--- src/rtl/core/mpc_pkg.sv ---
// Shared types, codes and helpers for the moisture pump channel controller.
// Used by every module of the block but mpc_ram; depends on nothing else.
package mpc_pkg;

  localparam int NUM_CHANNELS_DEF        = 3;
  localparam int SAMPLES_PER_CHANNEL_DEF = 8;
  localparam int SUM_W                   = 15;

  localparam logic [14:0] SUM_MAX = 15'h7fff;

  localparam logic [2:0] REQ_GROUND  = 3'd0;
  localparam logic [2:0] REQ_POWERED = 3'd1;
  localparam logic [2:0] REQ_EVAL    = 3'd2;
  localparam logic [2:0] REQ_TICK    = 3'd3;
  localparam logic [2:0] REQ_SET     = 3'd4;

  localparam logic [1:0] ST_DISABLED = 2'd0;
  localparam logic [1:0] ST_NORMAL   = 2'd1;
  localparam logic [1:0] ST_WATERING = 2'd2;
  localparam logic [1:0] ST_OVERFLOW = 2'd3;

  localparam logic [1:0] KIND_REPORT = 2'd0;
  localparam logic [1:0] KIND_TICK   = 2'd1;
  localparam logic [1:0] KIND_ACK    = 2'd2;

  localparam logic [1:0] ERR_OK   = 2'd0;
  localparam logic [1:0] ERR_BAD  = 2'd1;
  localparam logic [1:0] ERR_BUSY = 2'd2;

  typedef struct packed {
    logic [2:0]  req_type;
    logic [2:0]  channel;
    logic [11:0] sample;
    logic [15:0] min_dryness;
    logic [15:0] max_dryness;
    logic [7:0]  max_cycles;
    logic [7:0]  cycle_time;
    logic [1:0]  new_status;
  } in_item_t;

  typedef struct packed {
    logic [1:0]  kind;
    logic [2:0]  channel_res;
    logic [15:0] reading;
    logic [1:0]  status;
    logic [7:0]  pumps;
    logic        watering_active;
    logic        round_done;
    logic [1:0]  error_code;
    logic        last;
  } out_item_t;

  // Per-channel entry of the state memory
  typedef struct packed {
    logic [15:0] low_thr;
    logic [15:0] high_thr;
    logic [7:0]  cycles_left;
    logic [7:0]  budget;
    logic [7:0]  on_time;
    logic [7:0]  counter;
    logic [1:0]  status;
    logic [15:0] reading;
  } state_entry_t;

  // Per-channel entry of the sample accumulator memory
  typedef struct packed {
    logic [SUM_W-1:0] ground;
    logic [SUM_W-1:0] powered;
  } sum_entry_t;

  function automatic state_entry_t reset_entry(input logic [2:0] ch);
    state_entry_t e;
    e.low_thr     = 16'd1100;
    e.high_thr    = 16'd1300;
    e.cycles_left = 8'd0;
    e.budget      = 8'd5;
    e.on_time     = 8'd7;
    e.counter     = 8'd0;
    e.status      = ST_DISABLED;
    e.reading     = 16'd0;
    case (ch)
      3'd0: begin
        e.low_thr  = 16'd550;
        e.high_thr = 16'd600;
        e.on_time  = 8'd5;
      end
      3'd1: e.on_time = 8'd10;
      default: ;
    endcase
    return e;
  endfunction

  function automatic logic [SUM_W-1:0] sat_add(input logic [SUM_W-1:0] s,
                                               input logic [11:0] v);
    logic [SUM_W:0] t;
    t = {1'b0, s} + {4'b0, v};
    return t[SUM_W] ? SUM_MAX : t[SUM_W-1:0];
  endfunction

endpackage

--- src/rtl/core/mpc_ram.sv ---
// Generic single-write, single-read synchronous RAM with registered read data.
// Stand-alone; no package needed.
module mpc_ram #(
  parameter int WIDTH = 8,
  parameter int DEPTH = 4,
  localparam int AW = (DEPTH > 1) ? $clog2(DEPTH) : 1
) (
  input  logic             clk,
  input  logic             we,
  input  logic [AW-1:0]    waddr,
  input  logic [WIDTH-1:0] wdata,
  input  logic             re,
  input  logic [AW-1:0]    raddr,
  output logic [WIDTH-1:0] rdata
);

  logic [WIDTH-1:0] mem [DEPTH];

  always_ff @(posedge clk) begin
    if (we) begin
      mem[waddr] <= wdata;
    end
    if (re) begin
      rdata <= mem[raddr];
    end
  end

endmodule

--- src/rtl/core/mpc_out_reg.sv ---
// Result output register: holds one result while the receiver stalls.
// Depends on mpc_pkg for the result type.
module mpc_out_reg import mpc_pkg::*; (
  input  logic      clk,
  input  logic      rst_n,
  input  logic      push,
  input  out_item_t push_data,
  output logic      free,
  output logic      out_valid,
  input  logic      out_stall,
  output out_item_t out_data
);

  logic      valid_r;
  out_item_t data_r;

  assign free      = !valid_r || !out_stall;
  assign out_valid = valid_r;
  assign out_data  = data_r;

  always_ff @(posedge clk) begin
    if (!rst_n) begin
      valid_r <= 1'b0;
    end else if (push) begin
      valid_r <= 1'b1;
      data_r  <= push_data;
    end else if (!out_stall) begin
      valid_r <= 1'b0;
    end
  end

endmodule

--- src/rtl/core/mpc_ctrl.sv ---
// Request sequencer: read-modify-write of the per-channel state and sum memories.
// Depends on mpc_pkg and mpc_ram.
module mpc_ctrl import mpc_pkg::*; #(
  parameter int NUM_CHANNELS        = NUM_CHANNELS_DEF,
  parameter int SAMPLES_PER_CHANNEL = SAMPLES_PER_CHANNEL_DEF
) (
  input  logic      clk,
  input  logic      rst_n,
  input  logic      in_valid,
  input  in_item_t  in_data,
  output logic      in_stall,
  input  logic      out_free,
  output logic      push,
  output out_item_t push_data
);

  localparam int AW     = (NUM_CHANNELS > 1) ? $clog2(NUM_CHANNELS) : 1;
  localparam int ST_W   = $bits(state_entry_t);
  localparam int SUM_EW = $bits(sum_entry_t);
  localparam logic [AW-1:0] LAST_CH = AW'(NUM_CHANNELS - 1);
  localparam logic [3:0]    NCH     = 4'(NUM_CHANNELS);
  // Division by the sample count as a reciprocal multiply, exact for 15-bit sums
  localparam int DIV_SH = SUM_W + 3;
  localparam int DIV_MW = DIV_SH + 1;
  localparam logic [DIV_MW-1:0] DIV_M =
    DIV_MW'(((1 << DIV_SH) + SAMPLES_PER_CHANNEL - 1) / SAMPLES_PER_CHANNEL);

  typedef enum logic [3:0] {
    S_IDLE, S_SMP_RD, S_SMP_WR, S_EV_RD, S_EV_G, S_EV_P, S_EV_WR,
    S_REP_RD, S_REP_OUT, S_TK_RD, S_TK_WR, S_SET_RD, S_SET_CHK, S_EMIT
  } state_t;

  state_t                  state_r, state_nxt;
  in_item_t                req_r, req_nxt;
  out_item_t               res_r, res_nxt;
  logic [AW-1:0]           ch_r, ch_nxt;
  logic [NUM_CHANNELS-1:0] st_vld_r, st_vld_nxt;
  logic [NUM_CHANNELS-1:0] sum_vld_r, sum_vld_nxt;
  logic [NUM_CHANNELS-1:0] pump_r, pump_nxt;
  logic                    st_rvld_r, st_rvld_nxt;
  logic                    sum_rvld_r, sum_rvld_nxt;
  logic [AW-1:0]           st_raddr_r, st_raddr_nxt;
  logic [SUM_W-1:0]        g_avg_r, g_avg_nxt;
  logic [15:0]             rd_r, rd_nxt;
  logic                    any_r, any_nxt;
  logic                    busy_r, busy_nxt;
  logic                    inprog_r, inprog_nxt;

  logic                    st_re, st_we, sum_re, sum_we;
  logic [AW-1:0]           st_raddr, st_waddr, sum_raddr, sum_waddr;
  logic [ST_W-1:0]         st_rdata;
  logic [SUM_EW-1:0]       sum_rdata;
  state_entry_t            st_q, st_wdata;
  sum_entry_t              sum_q, sum_wdata;

  logic [SUM_W-1:0]        div_in;
  logic [SUM_W+DIV_MW-1:0] div_prod;
  logic [SUM_W-1:0]        div_q;

  logic [AW-1:0]           req_ch;
  logic                    req_ch_ok;

  mpc_ram #(.WIDTH(ST_W), .DEPTH(NUM_CHANNELS)) u_state_ram (
    .clk   (clk),
    .we    (st_we),
    .waddr (st_waddr),
    .wdata (st_wdata),
    .re    (st_re),
    .raddr (st_raddr),
    .rdata (st_rdata)
  );

  mpc_ram #(.WIDTH(SUM_EW), .DEPTH(NUM_CHANNELS)) u_sum_ram (
    .clk   (clk),
    .we    (sum_we),
    .waddr (sum_waddr),
    .wdata (sum_wdata),
    .re    (sum_re),
    .raddr (sum_raddr),
    .rdata (sum_rdata)
  );

  // Entries never written read as their reset value
  assign st_q  = st_rvld_r ? state_entry_t'(st_rdata) : reset_entry(3'(st_raddr_r));
  assign sum_q = sum_rvld_r ? sum_entry_t'(sum_rdata) : '0;

  assign div_in   = (state_r == S_EV_G) ? sum_q.ground : sum_q.powered;
  assign div_prod = {{DIV_MW{1'b0}}, div_in} * {{SUM_W{1'b0}}, DIV_M};
  assign div_q    = div_prod[DIV_SH+SUM_W-1:DIV_SH];

  assign req_ch    = req_r.channel[AW-1:0];
  assign req_ch_ok = ({1'b0, in_data.channel} < NCH);
  assign in_stall  = (state_r != S_IDLE);

  always_comb begin
    state_entry_t e;
    logic [1:0]   stt;
    logic [7:0]   cl;
    logic         water;
    logic         last_ch;

    state_nxt   = state_r;
    req_nxt     = req_r;
    res_nxt     = res_r;
    ch_nxt      = ch_r;
    st_vld_nxt  = st_vld_r;
    sum_vld_nxt = sum_vld_r;
    pump_nxt    = pump_r;
    g_avg_nxt   = g_avg_r;
    rd_nxt      = rd_r;
    any_nxt     = any_r;
    busy_nxt    = busy_r;
    inprog_nxt  = inprog_r;

    st_re     = 1'b0;
    st_we     = 1'b0;
    sum_re    = 1'b0;
    sum_we    = 1'b0;
    st_raddr  = ch_r;
    st_waddr  = ch_r;
    sum_raddr = ch_r;
    sum_waddr = ch_r;
    st_wdata  = st_q;
    sum_wdata = sum_q;

    e       = st_q;
    stt     = st_q.status;
    cl      = st_q.cycles_left;
    water   = 1'b0;
    last_ch = (ch_r == LAST_CH);

    push                      = 1'b0;
    push_data                 = res_r;
    push_data.pumps           = 8'(pump_r);
    push_data.watering_active = inprog_r;

    case (state_r)
      S_IDLE: begin
        if (in_valid) begin
          req_nxt  = in_data;
          ch_nxt   = '0;
          any_nxt  = 1'b0;
          busy_nxt = 1'b0;
          res_nxt  = '0;
          res_nxt.last = 1'b1;
          case (in_data.req_type)
            REQ_GROUND, REQ_POWERED: begin
              // drop samples for channels that do not exist
              if (req_ch_ok) state_nxt = S_SMP_RD;
            end
            REQ_EVAL: state_nxt = S_EV_RD;
            REQ_TICK: begin
              res_nxt.kind = KIND_TICK;
              state_nxt    = inprog_r ? S_TK_RD : S_EMIT;
            end
            REQ_SET: begin
              res_nxt.kind        = KIND_ACK;
              res_nxt.channel_res = in_data.channel;
              if (req_ch_ok) begin
                state_nxt = S_SET_RD;
              end else begin
                res_nxt.error_code = ERR_BAD;
                state_nxt          = S_EMIT;
              end
            end
            default: ;
          endcase
        end
      end

      S_SMP_RD: begin
        sum_re    = 1'b1;
        sum_raddr = req_ch;
        state_nxt = S_SMP_WR;
      end

      S_SMP_WR: begin
        sum_we    = 1'b1;
        sum_waddr = req_ch;
        if (req_r.req_type == REQ_GROUND) begin
          sum_wdata.ground = sat_add(sum_q.ground, req_r.sample);
        end else begin
          sum_wdata.powered = sat_add(sum_q.powered, req_r.sample);
        end
        sum_vld_nxt[req_ch] = 1'b1;
        state_nxt           = S_IDLE;
      end

      S_EV_RD: begin
        st_re     = 1'b1;
        sum_re    = 1'b1;
        state_nxt = S_EV_G;
      end

      S_EV_G: begin
        g_avg_nxt = div_q;
        state_nxt = S_EV_P;
      end

      S_EV_P: begin
        rd_nxt    = {1'b0, div_q} - {1'b0, g_avg_r};
        state_nxt = S_EV_WR;
      end

      S_EV_WR: begin
        if (stt == ST_DISABLED) begin
          pump_nxt[ch_r] = 1'b0;
        end else begin
          if (rd_r < st_q.low_thr && stt == ST_WATERING) stt = ST_NORMAL;
          if (rd_r > st_q.high_thr && cl == 8'd0 && stt == ST_NORMAL) begin
            cl  = st_q.budget;
            stt = ST_WATERING;
          end
          if (cl == 8'd0 && stt == ST_WATERING) stt = ST_OVERFLOW;
          if (stt == ST_WATERING) begin
            cl             = cl - 8'd1;
            e.counter      = st_q.on_time;
            pump_nxt[ch_r] = 1'b1;
            water          = 1'b1;
          end
        end
        e.status      = stt;
        e.cycles_left = cl;
        e.reading     = rd_r;
        st_we         = 1'b1;
        st_wdata      = e;
        st_vld_nxt[ch_r]  = 1'b1;
        sum_vld_nxt[ch_r] = 1'b0;
        any_nxt           = any_r | water;
        if (last_ch) begin
          if (any_r | water) inprog_nxt = 1'b1;
          ch_nxt    = '0;
          state_nxt = S_REP_RD;
        end else begin
          ch_nxt    = ch_r + 1'b1;
          state_nxt = S_EV_RD;
        end
      end

      S_REP_RD: begin
        st_re     = 1'b1;
        state_nxt = S_REP_OUT;
      end

      S_REP_OUT: begin
        push_data.kind        = KIND_REPORT;
        push_data.channel_res = 3'(ch_r);
        push_data.reading     = st_q.reading;
        push_data.status      = st_q.status;
        push_data.round_done  = 1'b0;
        push_data.error_code  = ERR_OK;
        push_data.last        = last_ch;
        if (out_free) begin
          push = 1'b1;
          if (last_ch) begin
            state_nxt = S_IDLE;
          end else begin
            ch_nxt    = ch_r + 1'b1;
            state_nxt = S_REP_RD;
          end
        end
      end

      S_TK_RD: begin
        st_re     = 1'b1;
        state_nxt = S_TK_WR;
      end

      S_TK_WR: begin
        if (st_q.counter == 8'd0) begin
          pump_nxt[ch_r] = 1'b0;
        end else begin
          e.counter        = st_q.counter - 8'd1;
          st_we            = 1'b1;
          st_wdata         = e;
          st_vld_nxt[ch_r] = 1'b1;
          busy_nxt         = 1'b1;
        end
        if (last_ch) begin
          // round over once every counter has run out
          if (!busy_nxt) begin
            pump_nxt           = '0;
            inprog_nxt         = 1'b0;
            res_nxt.round_done = 1'b1;
          end
          state_nxt = S_EMIT;
        end else begin
          ch_nxt    = ch_r + 1'b1;
          state_nxt = S_TK_RD;
        end
      end

      S_SET_RD: begin
        st_re     = 1'b1;
        st_raddr  = req_ch;
        state_nxt = S_SET_CHK;
      end

      S_SET_CHK: begin
        if (st_q.status == ST_WATERING || st_q.status == ST_OVERFLOW) begin
          res_nxt.status     = st_q.status;
          res_nxt.error_code = ERR_BUSY;
        end else begin
          e.low_thr     = req_r.min_dryness;
          e.high_thr    = req_r.max_dryness;
          e.cycles_left = 8'd0;
          e.budget      = req_r.max_cycles;
          e.on_time     = req_r.cycle_time;
          e.counter     = 8'd0;
          e.status      = req_r.new_status;
          st_we         = 1'b1;
          st_waddr      = req_ch;
          st_wdata      = e;
          st_vld_nxt[req_ch] = 1'b1;
          res_nxt.status     = req_r.new_status;
          res_nxt.error_code = ERR_OK;
        end
        state_nxt = S_EMIT;
      end

      S_EMIT: begin
        if (out_free) begin
          push      = 1'b1;
          state_nxt = S_IDLE;
        end
      end

      default: state_nxt = S_IDLE;
    endcase

    st_rvld_nxt  = st_re  ? st_vld_r[st_raddr]   : st_rvld_r;
    sum_rvld_nxt = sum_re ? sum_vld_r[sum_raddr] : sum_rvld_r;
    st_raddr_nxt = st_re  ? st_raddr             : st_raddr_r;
  end

  always_ff @(posedge clk) begin
    if (!rst_n) begin
      state_r    <= S_IDLE;
      ch_r       <= '0;
      st_vld_r   <= '0;
      sum_vld_r  <= '0;
      pump_r     <= '0;
      st_rvld_r  <= 1'b0;
      sum_rvld_r <= 1'b0;
      any_r      <= 1'b0;
      busy_r     <= 1'b0;
      inprog_r   <= 1'b0;
    end else begin
      state_r    <= state_nxt;
      ch_r       <= ch_nxt;
      st_vld_r   <= st_vld_nxt;
      sum_vld_r  <= sum_vld_nxt;
      pump_r     <= pump_nxt;
      st_rvld_r  <= st_rvld_nxt;
      sum_rvld_r <= sum_rvld_nxt;
      any_r      <= any_nxt;
      busy_r     <= busy_nxt;
      inprog_r   <= inprog_nxt;
      req_r      <= req_nxt;
      res_r      <= res_nxt;
      st_raddr_r <= st_raddr_nxt;
      g_avg_r    <= g_avg_nxt;
      rd_r       <= rd_nxt;
    end
  end

endmodule

--- src/rtl/core/moisture_pump_channel_controller.sv ---
// Flow, acceptance to result in the output register: a sample is added to its sum (no result);
// settings read, check and write the entry, then push an ack; a tick updates each channel's
// counter, or emits at once when idle; evaluate updates every channel, then reports each.
// One request at a time; the next is taken the cycle after the last push (after the write
// for a sample), as the single read port of the state memory and the shared reciprocal multiplier allow.
// Reset: rst_n synchronous, active low; per-channel defaults come from valid flags.
module moisture_pump_channel_controller import mpc_pkg::*; #(
  parameter int NUM_CHANNELS        = NUM_CHANNELS_DEF,
  parameter int SAMPLES_PER_CHANNEL = SAMPLES_PER_CHANNEL_DEF
) (
  input  logic      clk,
  input  logic      rst_n,
  input  logic      in_valid,
  output logic      in_stall,
  input  in_item_t  in_data,
  output logic      out_valid,
  input  logic      out_stall,
  output out_item_t out_data
);

  logic      out_free;
  logic      push;
  out_item_t push_data;

  mpc_ctrl #(
    .NUM_CHANNELS        (NUM_CHANNELS),
    .SAMPLES_PER_CHANNEL (SAMPLES_PER_CHANNEL)
  ) u_ctrl (
    .clk       (clk),
    .rst_n     (rst_n),
    .in_valid  (in_valid),
    .in_data   (in_data),
    .in_stall  (in_stall),
    .out_free  (out_free),
    .push      (push),
    .push_data (push_data)
  );

  mpc_out_reg u_out_reg (
    .clk       (clk),
    .rst_n     (rst_n),
    .push      (push),
    .push_data (push_data),
    .free      (out_free),
    .out_valid (out_valid),
    .out_stall (out_stall),
    .out_data  (out_data)
  );

endmodule

--- config.mk ---
export PLATFORM = sky130hd
export DESIGN_NAME = moisture_pump_channel_controller
export DESIGN_NICKNAME = d
export VERILOG_FILES = /design/src/rtl/core/mpc_pkg.sv /design/src/rtl/core/mpc_ram.sv /design/src/rtl/core/mpc_out_reg.sv /design/src/rtl/core/mpc_ctrl.sv /design/src/rtl/core/moisture_pump_channel_controller.sv
export SDC_FILE = /design/constraint.sdc
export NUM_CORES = 1
export LEC_CHECK = 0
export BUFFER_PORTS_ARGS = -buffer_cell sky130_fd_sc_hd__buf_2
export CAP_MARGIN = 20
export CELL_PAD_IN_SITES_DETAIL_PLACEMENT = 1
export CELL_PAD_IN_SITES_GLOBAL_PLACEMENT = 1
export CORE_MARGIN = 8
export CORE_UTILIZATION = 40
export CTS_CLUSTER_DIAMETER = 80
export CTS_CLUSTER_SIZE = 14
export DETAILED_ROUTE_END_ITERATION = 10
export GPL_ROUTABILITY_DRIVEN = 0
export PLACE_DENSITY_LB_ADDON = 0.15
export SETUP_SLACK_MARGIN = 0.1
export SLEW_MARGIN = 10
export SYNTH_ARGS = -nofsm -noshare
export SYNTH_HDL_FRONTEND = slang
export SYNTH_SLANG_ARGS = --single-unit
--- constraint.sdc ---
create_clock -name clk -period 6.9 [get_ports clk]
set_input_delay 0.69 -clock clk [delete_from_list [all_inputs] [get_ports clk]]
set_output_delay 0.69 -clock clk [all_outputs]
set_load 0.02 [all_outputs]
-- After elaboration in Yosys (flattened, before gate mapping)
Memory sizes are Yosys's and may differ from the RTL's. A register that Yosys moved wholly into a read port is not among the register bits.
Index checks and enable logic that the tools add are counted.
- flip-flop bits (word level): 159
- RAM bits: 336
- bits of input ports: 72
- output and inout bits: 38
- word-level logic and storage cells: 251
- memories kept: 2
- memory list (name ; depth ; width ; read ports ; clocked after memory_dff ; wr ports ; RTL line ; text):
    u_ctrl.u_state_ram.mem ; 3 ; 82 ; 1 ; 1 ; 1 ; mpc_ram.sv:17 ; logic [WIDTH-1:0] mem [DEPTH];
    u_ctrl.u_sum_ram.mem ; 3 ; 30 ; 1 ; 1 ; 1 ; mpc_ram.sv:17 ;
- add/sub/neg operators: 6
- $lt $le $gt $ge: 9
- equal/unequal tests: 37
- mux-type cells: 108
- bitwise operators: 8
- reduce and logical (&&, ||, !) cells: 44
- operators with widths (cell ; count):
    $pmux W82 S3 ; 1
    $mux W82 ; 2
    $mux W15 ; 6
    $mux W30 ; 2
    $mux W8 ; 7
    $pmux W4 S13 ; 1
    $mux W2 ; 22
    $mux W3 ; 12
    $add A15 B12 Y16 ; 2
    $mux W1 ; 30
    $mux W27 ; 1
    $mux W26 ; 1
    $eq A4 B4 Y1 const B ; 6
    $logic_not A8 Y1 ; 3
    $mux W20 ; 1
    $eq A4 B3 Y1 const B ; 4
    $gt A16 B16 Y1 ; 1
    $lt A16 B16 Y1 ; 1
    $mux W4 ; 4
    $pmux W4 S4 ; 1
    $sub A8 B1 Y8 const B ; 2
    $reduce_and A5 Y1 ; 3
    $reduce_and A2 Y1 ; 7
    $sub A12 B12 Y13 ; 1
    other kinds (41) ; 91

-- Longest topological paths before layout
Gate-level depths: netlist of run 1.
- depth in word-level cells: 26
- mapped depth: 21
- mapped depth without buffers: 17

-- Cells and area by module
A second synthesis of run 1 with hierarchy kept.
- cell total of the unflattened synthesis: 2039
- area total of the unflattened synthesis: 27002.1 um^2
- by module, submodules not included (module ; instances ; cells an instance ; area each (um^2) ; sequential area each (um^2)):
    mpc_ram (u_ctrl.u_state_ram) ; 1 ; 604 ; 11683.7 ; 9849.4
    mpc_ctrl ; 1 ; 1170 ; 9899.5 ; 3523.4
    mpc_ram (u_ctrl.u_sum_ram) ; 1 ; 224 ; 4296.6 ; 3603.5
    mpc_out_reg ; 1 ; 41 ; 1122.3 ; 1101.1

-- Worst setup path after synthesis of run 1
No wires, ideal clock.
- path type: reg-to-reg
- from: register u_ctrl.st_rvld_r
- to: memory u_ctrl.u_state_ram.mem[0][0] (netlist bit) (enable)
- setup time: 0.523 ns
- arrival: 5.641 ns
- required time: 6.377 ns
- path slack: 0.737 ns
- stages on the path, launching flop included: 12
- buffers on the path: 5
- clock period less this slack: 6.163 ns
- cell sequence: dfxtp_1 -> buf_2 -> buf_2 -> clkbuf_1 -> clkbuf_1 -> nand2_1 -> ha_1 -> nand3_1 -> nor2_1 -> or3_1 -> clkbuf_1 -> nor2_1
- word-level cells in the longest chain between the ends: 7
- elaborated cells between the ends (all ways): 12
- classes of those cells: eq/ne: 2; mux: 8; reduce/logical: 2
- ends and longest elaborated chain (element ; RTL line ; text):
    from (decl) ; mpc_ctrl.sv:40 ; logic st_rvld_r, st_rvld_nxt;
    from (signal assigned) ; mpc_ctrl.sv:354 ; st_rvld_r <= st_rvld_nxt;
    $mux W82 (*) ; mpc_ctrl.sv:84 ; assign st_q = st_rvld_r ? state_entry_t'(st_rdata) : reset_entry(3'(st_raddr_r));
    $eq A2 B2 Y1 ; mpc_ctrl.sv:300 ; if (st_q.status == ST_WATERING || st_q.status == ST_OVERFLOW) begin
    $logic_or A1 B1 Y1 ; mpc_ctrl.sv:300 ;
    $mux W1 ; mpc_ctrl.sv:300 ;
    $pmux W1 S3 ; mpc_ctrl.sv:137 ; case (state_r)
    $mux W1 ; mpc_ram.sv:20 ; if (we) begin
    $mux W1 (not written as such) ; mpc_ram.sv:21 ; mem[waddr] <= wdata;
    to (decl) ; mpc_ram.sv:17 ;
Mark *: on every way between the ends. The rest lies on a longest branch, timed or not.

==> results.tsv, run 1 <==
metric	value	unit
synth-to-layout area growth	11.4	%
initial antenna violation count	0	
Lkg Pwr	10.6	nW
Post-synth EDFFs	583	
CP max stage cell	dfxtp_2	
Mapped Area	0.0264	mm²
Synth Area per Inst	13.0	µm²
grt total ovfl	0	
cell taking the most area after synthesis	edfxtp_1	
clk sinks	604	
mux cell area share after synthesis	4.72	%
fin nets	2271	
Initial Util	40.3	%
# IOs	110	
1st-iter DRT viols	1064	
clk buf depth	3	
routed via count	16600	
row cnt	94	
Setup CP Type	register to register	
largest family of logic cells by synthesized area	compound AO/OA/AOI/OAI gates	
die area	0.0746	mm²
max_cap viols	0	
Total Wirelength	69700	µm
Clock Pin Slew Worst Setup and Hold Paths	0.07	ns
Crit path arrival time	6.17	ns
Synth async-reset ratio	0	%
Yosys reg bits	604	
Rel. slew slack	30.0	%
DR WL/cell	23.1	µm
Multi-input gate area	0.00801	mm²
worst vdd ir	0.226	mV
final hold violation count	0	
Synth Area in Adders	3.73	%
largest net degree at the start of global routing	85	
Diodes inserted	0	
die height	273	µm
f_max	174	MHz
TritonCTS clock tree	built	
root buf cell	clkbuf_16	
fin crit share	83.5	%
Clock Latency Late Sink	0.60	ns
Num CTS Buffers	49	
number of buffers added on ports	104	
count leader, synth	edfxtp_1	
Unique masters post-synth	79	
status	complete, no violations	
Power Dens Cells	311	mW/mm²
RSZ-0062 raised after global routing	no	
post-route antenna net violation count	0	
share of cells above drive strength 1	10.5	%
Register Area	0.0179	mm²
startpoint types	register	
Post-route DRC	0	
Worst Path Required	7.31	ns
Synth Area in XOR/XNOR	1.03	%
Vias/cell	5.51	
die width	273	µm
Synth area leaders	edfxtp_1, mux2i_1, o21ai_0	
first-pass GRT wire length	107000	µm
Worst Hold Class	input pin to register	
H-tree depth	2	
cts hold-fix bufs	0	
fillers	6704	
Post-Syn Instances	2027	
Clock Skew	0.0156	ns
Yosys top cell area share	66.2	%
Main synth FF type	edfxtp_1	
YS warnings	0	
Post-Synth Simple-Gate Area	9.45	%
Compound-Gate Fraction of Synth Area	10.9	%
crit path time final	5.76	ns
setup bufs post-CTS	0	
CP max stage delay	0.71	ns
vias in the first global route	17700	
max-slew violations	0	
Setup Total Neg Slack	0	ns
placed cell count	2934	
Crit. End Element	register	
Synth top cells by count	edfxtp_1, nand2_1, o21ai_0, nor2_1, a21oi_1	
register area share after synthesis	67.8	%
CP Cell Sequence	inv_1 > o21ai_0 > ha_1 > a21oi_1 > o21ai_0 > a31oi_1 > nand4_1 > a21oi_1 > a22oi_1 > ha_1 > nand2_1 > o221ai_2 > or2_1 > or4_1 > o211ai_1	
Final HPWL DP	45800	µm
Post-CTS Resized	0	
Total GRT Usage	18.4	%
CP max FO	29	
final setup fails	0	
TritonRoute pass-1 iters	5	
Finished Layout Cells	3018	
worst-margin pin slew	1.05	ns
core area	0.0656	mm²
[per-stage QoR]
stage / instance area, µm² / setup slack [ns] / util (%) / power, mW / hold WS (ns)
2_1_floorplan: 26400 / 0.737 / - / 5.97 / 0.402
6_report: 29500 / 1.14 / 44.9 / 9.16 / 0.261
5_1_grt: 29500 / 0.578 / 44.9 / 9.60 / 0.216
3_3_place_gp: 28000 / 1.43 / 42.7 / 6.53 / 0.442
3_5_place_dp: 28000 / 1.19 / 42.7 / 6.60 / 0.459
4_1_cts: 29400 / 1.15 / 44.9 / 9.29 / 0.210
[critical path, delay by kind of cell (launching register included)]
family	cells	cell delay [ns]
AO/OA/AOI/OAI	8	2.15
AND/OR/NAND/NOR	4	1.54
flip-flops	1	0.71
adder cells (fa/ha/maj)	2	0.62
buffers and inverters	1	0.56
[flip-flops by register name, summed over array words and instances (netlist names), 2 cells and up, named ones only]
register                  flops
u_ctrl.st_vld_r               3
u_ctrl.ch_r                   2
u_ctrl.u_state_ram.mem      246
u_ctrl.u_sum_ram.rdata       30
u_ctrl.req_ch                 2
u_ctrl.u_state_ram.rdata     82
u_ctrl.st_raddr_r             2
u_ctrl.req_r                 65
u_out_reg.out_data           31
u_ctrl.u_sum_ram.mem         90
u_ctrl.res_r                 10
u_ctrl.state_r                4
u_ctrl.sum_vld_r              3
u_ctrl.rd_r                  13
u_ctrl.g_avg_r               12
[power breakdown]
part           switching (mW)  internal (mW)  leakage (nW)
Sequential              0.152           4.47          5.46
Clock                    1.27           1.38         0.687
Combinational            1.25          0.634          4.43
Total                    2.67           6.49          10.6
[per-layer routing]
layer  vias to the layer above  track usage [%]  wire, µm
met5                         -                0         0
met4                         0             3.93      1200
met3                        80             2.95      2650
met2                       265             31.0     33600
met1                      8516             24.9     32200
li1                       7758                -         -
[area by class of cell]
type | instances | area share, %
flip-flops and latches | 604 | 60.9
multi-input cells | 1272 | 27.2
clock buffers | 80 | 4.77
well taps | 864 | 3.67
repair buffers | 132 | 2.65
inverters | 63 | 0.803
clock inverters | 3 | 0.0637
[path summary, 6_finish.rpt]
| path | from | to | slack [ns] | cells after the start |
|---|---|---|---|---|
| worst max register to register | u_ctrl.st_rvld_r | u_ctrl.u_state_ram.mem[0][47] | 1.14 | 15 |
| worst min-delay path | in_data[54] | u_ctrl.req_r[54] | 0.26 | 1 |
| worst min register to register | u_ctrl.any_r | u_ctrl.any_r | 0.47 | 2 |
| worst max-delay path | u_ctrl.st_rvld_r | u_ctrl.u_state_ram.mem[0][47] | 1.14 | 15 |
[cell families (layout without fill, tap and decap cells)]
| kind of cell | after synthesis | after routing |
|---|---|---|
| buffers and inverters | 155 | 278 |
| muxes | 124 | 124 |
| adders and majority gates | 77 | 77 |
| other | 1 | 5 |
| AOI/OAI and AO/OA | 474 | 474 |
| xor gates and xnor gates | 31 | 31 |
| and+or+nand+nor | 561 | 561 |
| DFF | 604 | 604 |
[layout by cell type (no fill, tap or decap), types with 29 or more instances in the layout]
| cell | n |
|---|---|
| and2_1 | 32 |
| nor2_1 | 144 |
| o21ai_0 | 187 |
| edfxtp_1 | 583 |
| nand3_1 | 29 |
| a21oi_1 | 117 |
| mux2i_1 | 117 |
| ha_1 | 74 |
| clkbuf_16 | 51 |
| inv_1 | 60 |
| buf_2 | 104 |
| nand2_1 | 244 |
Note: power is estimated with default switching activity, not from simulation.
==> run 2, diff against run 1 <==
- ABC_AREA: not set -> 1
- clock period: 6.9 -> 5.81 ns (I/O delays scaled with it)
==> run 2 against run 1 <==
- utilization is 0.068 points lower
- first-iteration DRC count is 12% higher
- fmax is 23% higher
- flip-flop and latch count stayed put
- register-to-register slack hardly changed
- cell count is 8.6% higher
- power is 21% higher
- count of clock-buffer cells in the layout is 15 lower
- setup slack worse by 0.0085 ns
- critical path type unchanged
- critical endpoint is now u_ctrl.u_state_ram.mem[1][43]
==> results.tsv, run 2 <==
metric	value	unit	change
Power Dens Cells	376	mW/mm²	+21%
biggest regs	u_ctrl.u_state_ram.mem x246, u_ctrl.u_sum_ram.mem x90, u_ctrl.u_state_ram.rdata x82		
initial antenna violation count	0		unchanged
Rel. slew slack	29.5	%	-0.48 points
cell taking the most area after synthesis	edfxtp_1		
Synth Area per Inst	11.5	µm²	-12%
largest net degree at the start of global routing	85		unchanged
core area	0.0655	mm²	-0.18%
startpoint types	register		
clk buf depth	3		unchanged
register area share after synthesis	68.0	%	+0.19 points
Total GRT Usage	19.6	%	+1.2 points
Synth area leaders	edfxtp_1, o21ai_0, nand2_1		
Crit path arrival time	4.97	ns	-1.20 ns
die height	273	µm	-0.13%
worst path bufs/invs	2		+1
worst vdd ir	0.255	mV	+12%
Setup Total Neg Slack	0	ns	unchanged
number of buffers added on ports	104		unchanged
Setup CP Type	register to register		
H-tree depth	2		unchanged
RSZ-0062 raised after global routing	no		
Total Wirelength	74000	µm	+6.1%
routed via count	17500		+5.4%
Crit. End Element	register		
1st-iter DRT viols	1190		+12%
most frequent cells in the layout	edfxtp_1, nand2_1, o21ai_0, nor2_1, inv_1		
max-slew violations	0		unchanged
Clock Latency Late Sink	0.61	ns	about the same
Post-synth EDFFs	583		unchanged
Largest register FFs	246		unchanged
YS warnings	0		unchanged
Yosys reg bits	604		unchanged
crit path time final	4.68	ns	-1.08 ns
TritonCTS clock tree	built		
vias in the first global route	19200		+8.5%
fillers	6993		+4.3%
Lkg Pwr	10.6	nW	+0.33%
commonest non-fill, non-tap cell in the layout	edfxtp_1		
grt total ovfl	0		unchanged
CP max stage cell	dfxtp_2		
share of cells above drive strength 1	10.5	%	-0.017 points
worst-margin pin slew	1.06	ns	+0.0111 ns
fin nets	2544		+12%
Unique masters post-synth	58		-27%
status	complete, no violations		
Register Area	0.0179	mm²	unchanged
fin crit share	80.5	%	-3.0 points
Synth async-reset ratio	0	%	unchanged
synth-to-layout area growth	11.4	%	about the same
CP max stage delay	0.77	ns	+0.06 ns
final hold violation count	0		unchanged
die area	0.0744	mm²	-0.27%
Clock Skew	0.0276	ns	+0.0121 ns
CP top delay family	compound AO/OA/AOI/OAI gates		
DR WL/cell	22.6	µm	-2.3%
Crit path top cell by count	nand2_1		
row cnt	94		unchanged
pre-CTS WS	1.12	ns	-0.0675 ns
Num CTS Buffers	49		unchanged
clk sinks	604		unchanged
Final WS setup	1.13	ns	-0.00848 ns
final setup fails	0		unchanged
Vias/cell	5.34		-3.0%
Post-Syn Instances	2291		+13%
root buf cell	clkbuf_16		
Post-route DRC	0		unchanged
CP max FO	26		-10%
Multi-input gate area	0.00747	mm²	-6.7%
most flop-heavy register	u_ctrl.u_state_ram.mem		
Post-CTS Resized	0		unchanged
Clock Pin Slew Worst Setup and Hold Paths	0.07	ns	about the same
Mapped Area	0.0264	mm²	-0.28%
TritonRoute pass-1 iters	5		unchanged
Worst Path Required	6.10	ns	-1.21 ns
f_max	214	MHz	+23%
max_cap viols	0		unchanged
die width	273	µm	-0.13%
cts hold-fix bufs	0		unchanged
final core utilization	44.8	%	-0.068 points
Initial Util	40.2	%	-0.042 points
Synth top cells by count	edfxtp_1, nand2_1, o21ai_0, nor2_1, inv_1		
Final HPWL DP	47600	µm	+4.1%
Main synth FF type	edfxtp_1		
Yosys top cell area share	66.4	%	+0.19 points
setup bufs post-CTS	0		unchanged
post-route antenna net violation count	0		unchanged
count leader, synth	edfxtp_1		
first-pass GRT wire length	113000	µm	+6.1%
CP Cell Sequence	inv_4 > o21ai_0 > o21ai_0 > ha_1 > nand2_1 > o21a_1 > o21bai_1 > nand2_1 > a21oi_4 > nand2_4 > nand2_1 > o21ai_2 > ha_1 > nand2_1 > nor2_2 > nand2_4 > nand3_4 > inv_2 > nand2_1 > nand3_1 > o21ai_0		
# IOs	110		unchanged
Worst Hold Class	input pin to register		
-- run 2: final timing paths --
path	cells past startpoint	endpoint	slack [ns]	startpoint
max reg2reg	21	u_ctrl.u_state_ram.mem[1][43]	1.13	u_ctrl.st_rvld_r
min reg2reg	0	u_out_reg.out_data[4]	0.47	u_ctrl.inprog_r
max	21	u_ctrl.u_state_ram.mem[1][43]	1.13	u_ctrl.st_rvld_r
min	1	u_ctrl.req_r[57]	0.14	in_data[57]
-- run 2: logic make-up (layout without fill, tap and decap cells) --
family / after synthesis / in the layout / synth area share, %
xor+xnor: 38 / 38 / 1.26
buf+inv: 269 / 388 / 4.09
other cells: 1 / 6 / 0.0142
simple gates: 771 / 771 / 11.9
mux: 1 / 1 / 0.0427
compound gates: 530 / 530 / 11.0
fa+ha+maj: 77 / 77 / 3.74
flops: 604 / 604 / 68.0
-- run 2: cell type report --
| cell class | instances | share of cell area [%] |
|---|---|---|
| flip-flops and latches | 604 | 61.1 |
| multi-input cells | 1422 | 25.4 |
| clock buffers | 65 | 4.38 |
| well taps | 864 | 3.68 |
| repair buffers | 144 | 3.05 |
| inverters | 174 | 2.25 |
| clock inverters | 5 | 0.115 |
| diodes | 1 | 0.00852 |
-- run 2: worst reg2reg max path, cell delays in order, from the launching register on --
cell and delay, ns:
dfxtp_2 0.77, inv_4 0.23, o21ai_0 0.27, o21ai_0 0.25, ha_1 0.36, nand2_1 0.07, o21a_1 0.18, o21bai_1 0.17
nand2_1 0.12, a21oi_4 0.31, nand2_4 0.17, nand2_1 0.11, o21ai_2 0.09, ha_1 0.20, nand2_1 0.07, nor2_2 0.05
nand2_4 0.07, nand3_4 0.24, inv_2 0.32, nand2_1 0.09, nand3_1 0.07, o21ai_0 0.17
-- run 2: power by group --
| group | total [mW] | leakage [nW] | switching, mW | internal (mW) |
|---|---|---|---|---|
| clock | 3.04 | 0.637 | 1.50 | 1.54 |
| combinational | 2.53 | 4.54 | 1.83 | 0.700 |
| sequential | 5.48 | 5.43 | 0.146 | 5.33 |
| total | 11.0 | 10.6 | 3.48 | 7.57 |
-- run 2: stage by stage --
stage	power (mW)	instances	hold WS (ns)	instance area [µm²]
after floorplan	7.17	2295	0.408	26400
after global placement	7.99	3205	0.447	28000
after detailed placement	8.12	3206	0.461	28000
after CTS	11.2	3276	0.0942	29300
after global routing	11.6	3278	0.104	29400
final	11.0	3279	0.141	29400
-- run 2: per-layer routing --
layer	share of wire (%)	vias up	track usage (%)
met3	3.9	99	2.67
met2	49	297	34.0
met1	45	8853	25.6
met5	0	-	0
li1	-	8265	-
met4	2.2	0	5.09
==> run 3, diff against run 2 <==
- clock period: 5.81 -> 3.75 ns (I/O delays scaled with it)
==> run 3 against run 2 <==
- flip-flop and latch count did not move
- utilization rose by 2.5 points
- routed wire length rose by 3.6%
- combinational power rose by 68%
- count of clock-buffer cells in the layout rose by 4
- power rose by 60%
- setup slack got worse by 0.88 ns
- cell area rose by 5.5%
- sequential share of layout area fell by 3.2 points
- non-clock buffer count rose by 138
- fmax rose by 34%
- critical path depth did not move
- largest power group unchanged
==> results.tsv, run 3 (synthesized netlist as in run 2, its figures left out) <==
metric	value	unit	change
Vias/cell	5.36		+0.29%
final core utilization	47.3	%	+2.5 points
share of cells above drive strength 1	13.9	%	+3.4 points
DR WL/cell	22.4	µm	-0.71%
clk buf depth	3		unchanged
total chip power	17.7	mW	+60%
TritonCTS clock tree	built		
met1 WL	34000	µm	+2.9%
Net Sw Frac	31.3	%	-0.21 points
# IOs	110		unchanged
Clock Skew	0.0249	ns	-0.00269 ns
first-pass GRT wire length	117000	µm	+2.9%
Lkg Pwr	11.4	nW	+7.1%
Final WS setup	0.258	ns	-0.875 ns
reg-to-reg slack, setup	0.26	ns	-0.88 ns
Largest register FFs	246		unchanged
Worst Hold Class	input pin to register		
uppermost routed layer	met4		
die width	273	µm	unchanged
Final HPWL DP	49500	µm	+3.9%
post-route antenna net violation count	0		unchanged
met3 WL	3290	µm	+15%
status	complete, no violations		
Crit. End Element	register		
clk sinks	604		unchanged
Power Dens Cells	570	mW/mm²	+52%
Finished Layout Cells	3420		+4.3%
combinational share of power	24.0	%	+1.1 points
number of buffers added on ports	104		unchanged
Rel. slew slack	50.9	%	+21 points
Clock Latency Late Sink	0.61	ns	about the same
reg2reg start	u_ctrl.st_raddr_r[0]		
Total GRT Usage	20.1	%	+0.57 points
synth-to-layout area growth	17.5	%	
max-slew violations	0		unchanged
routed via count	18300		+4.6%
1st-iter DRT viols	1282		+7.7%
net switching power	5.53	mW	+59%
die height	273	µm	unchanged
root buf cell	clkbuf_16		
Num CTS Buffers	50		+2.0%
vias in the first global route	19700		+2.4%
internal power	12.1	mW	+60%
Setup CP Type	register to register		
CP endpoint	u_ctrl.u_state_ram.mem[0][42]		
Worst Path Required	4.06	ns	-2.04 ns
Clock Pin Slew Worst Setup and Hold Paths	0.07	ns	about the same
commonest non-fill, non-tap cell in the layout	edfxtp_1		
core area	0.0655	mm²	unchanged
Diodes inserted	0		-1
fillers	6891		-1.5%
fin crit share	93.1	%	+13 points
Initial Util	40.2	%	unchanged
final hold violation count	0		unchanged
worst hold slack	0.110	ns	-0.0309 ns
f_max	286	MHz	+34%
Reg2Reg Depth	21		unchanged
biggest regs	u_ctrl.u_state_ram.mem x246, u_ctrl.u_sum_ram.mem x90, u_ctrl.u_state_ram.rdata x82		
largest net degree at the start of global routing	83		-2.4%
crit path time final	3.49	ns	-1.18 ns
initial antenna violation count	3		+3
Clk pwr share	28.1	%	+0.6 points
CP max FO	7		-73%
Register Area	0.0179	mm²	about the same
H-tree depth	2		unchanged
Flop pwr share	47.9	%	-1.7 points
fin nets	2683		+5.5%
crit path from	u_ctrl.st_raddr_r[0]		
placed cell count	3260		+1.7%
Crit path arrival time	3.80	ns	-1.17 ns
Multi-input gate area	0.00762	mm²	+2.1%
most flop-heavy register	u_ctrl.u_state_ram.mem		
Post-route DRC	0		unchanged
TritonRoute pass-1 iters	7		+2
pre-CTS WS	-0.0131	ns	-1.14 ns
grt total ovfl	0		unchanged
final setup fails	0		unchanged
worst vdd ir	0.338	mV	+32%
Total Wirelength	76600	µm	+3.6%
max_cap viols	0		unchanged
RSZ-0062 raised after global routing	yes		
row cnt	94		unchanged
routed length on met2	37300	µm	+2.5%
die area	0.0744	mm²	unchanged
reg2reg end	u_ctrl.u_state_ram.mem[0][42]		
worst-margin pin slew	0.735	ns	-0.322 ns
most frequent cells in the layout	edfxtp_1, nand2_1, o21ai_0, nor2_1, inv_1		
startpoint types	register		
## run 3: metrics by stage
step / area (µm²) / TNS [ns]
3_5_place_dp: 28500 / -0.0617
6_report: 31000 / 0
3_3_place_gp: 28500 / 0
4_1_cts: 30600 / 0
2_1_floorplan: 26400 / -159.71
5_1_grt: 31000 / 0
## run 3: layout make-up
| cell class | instances | share of cell area (%) |
|---|---|---|
| repair buffers | 282 | 7.22 |
| flip-flops and latches | 604 | 57.9 |
| inverters | 174 | 2.18 |
| clock inverters | 5 | 0.206 |
| multi-input cells | 1422 | 24.6 |
| clock buffers | 69 | 4.37 |
| well taps | 864 | 3.49 |
## run 3: power by group through the flow
| stage | clock network [mW] | logic, mW | registers (mW) |
|---|---|---|---|
| final | 4.95 | 4.24 | 8.47 |
| after global routing | 5.30 | 4.74 | 8.50 |
| after CTS | 5.10 | 4.20 | 8.46 |
| after detailed placement | 0 | 4.13 | 8.60 |
| after global placement | 0 | 3.95 | 8.60 |
| after floorplan | 0 | 2.56 | 8.55 |
## run 3: what timing repair did
item	CTS	global route
hold endpoints to repair	67	0
setup buffers	0	17
hold buffers	67	0
gates resized for setup	5	54
setup endpoints to repair	47	119
cloned	0	2
pin swaps	2	14
## run 3: layer usage
layer / vias to the layer above / global-route usage (%)
met5: - / 0
met4: 0 / 5.66
met3: 120 / 3.16
met2: 354 / 34.3
met1: 9303 / 26.5
li1: 8544 / -
## run 3: how the worst min path moves through the flow
stage                    startpoint  cells past startpoint               endpoint
floorplan           u_ctrl.inprog_r                      0  u_out_reg.out_data[4]
global placement    u_ctrl.inprog_r                      0  u_out_reg.out_data[4]
detailed placement  u_ctrl.inprog_r                      0  u_out_reg.out_data[4]
CTS                     in_data[64]                      3       u_ctrl.res_r[33]
global route            in_data[64]                      3       u_ctrl.res_r[33]
finish                  in_data[64]                      3       u_ctrl.res_r[33]
## run 3: critical path: stages (launching register included)
cell and delay [ns]:
edfxtp_1 0.43, o21ai_2 0.17, buf_6 0.17, o21ai_4 0.08, ha_1 0.28, nand2_1 0.06
inv_1 0.07, nand3_2 0.10, o21bai_4 0.18, nand2_2 0.09, a21oi_4 0.22, nand2_4 0.11
nand2_1 0.09, nand2_1 0.10, ha_2 0.18, nand2_1 0.07, nor2_2 0.05, nand2_4 0.07
nand3_4 0.15, or2_0 0.25, nand3_1 0.07, o21ai_0 0.18
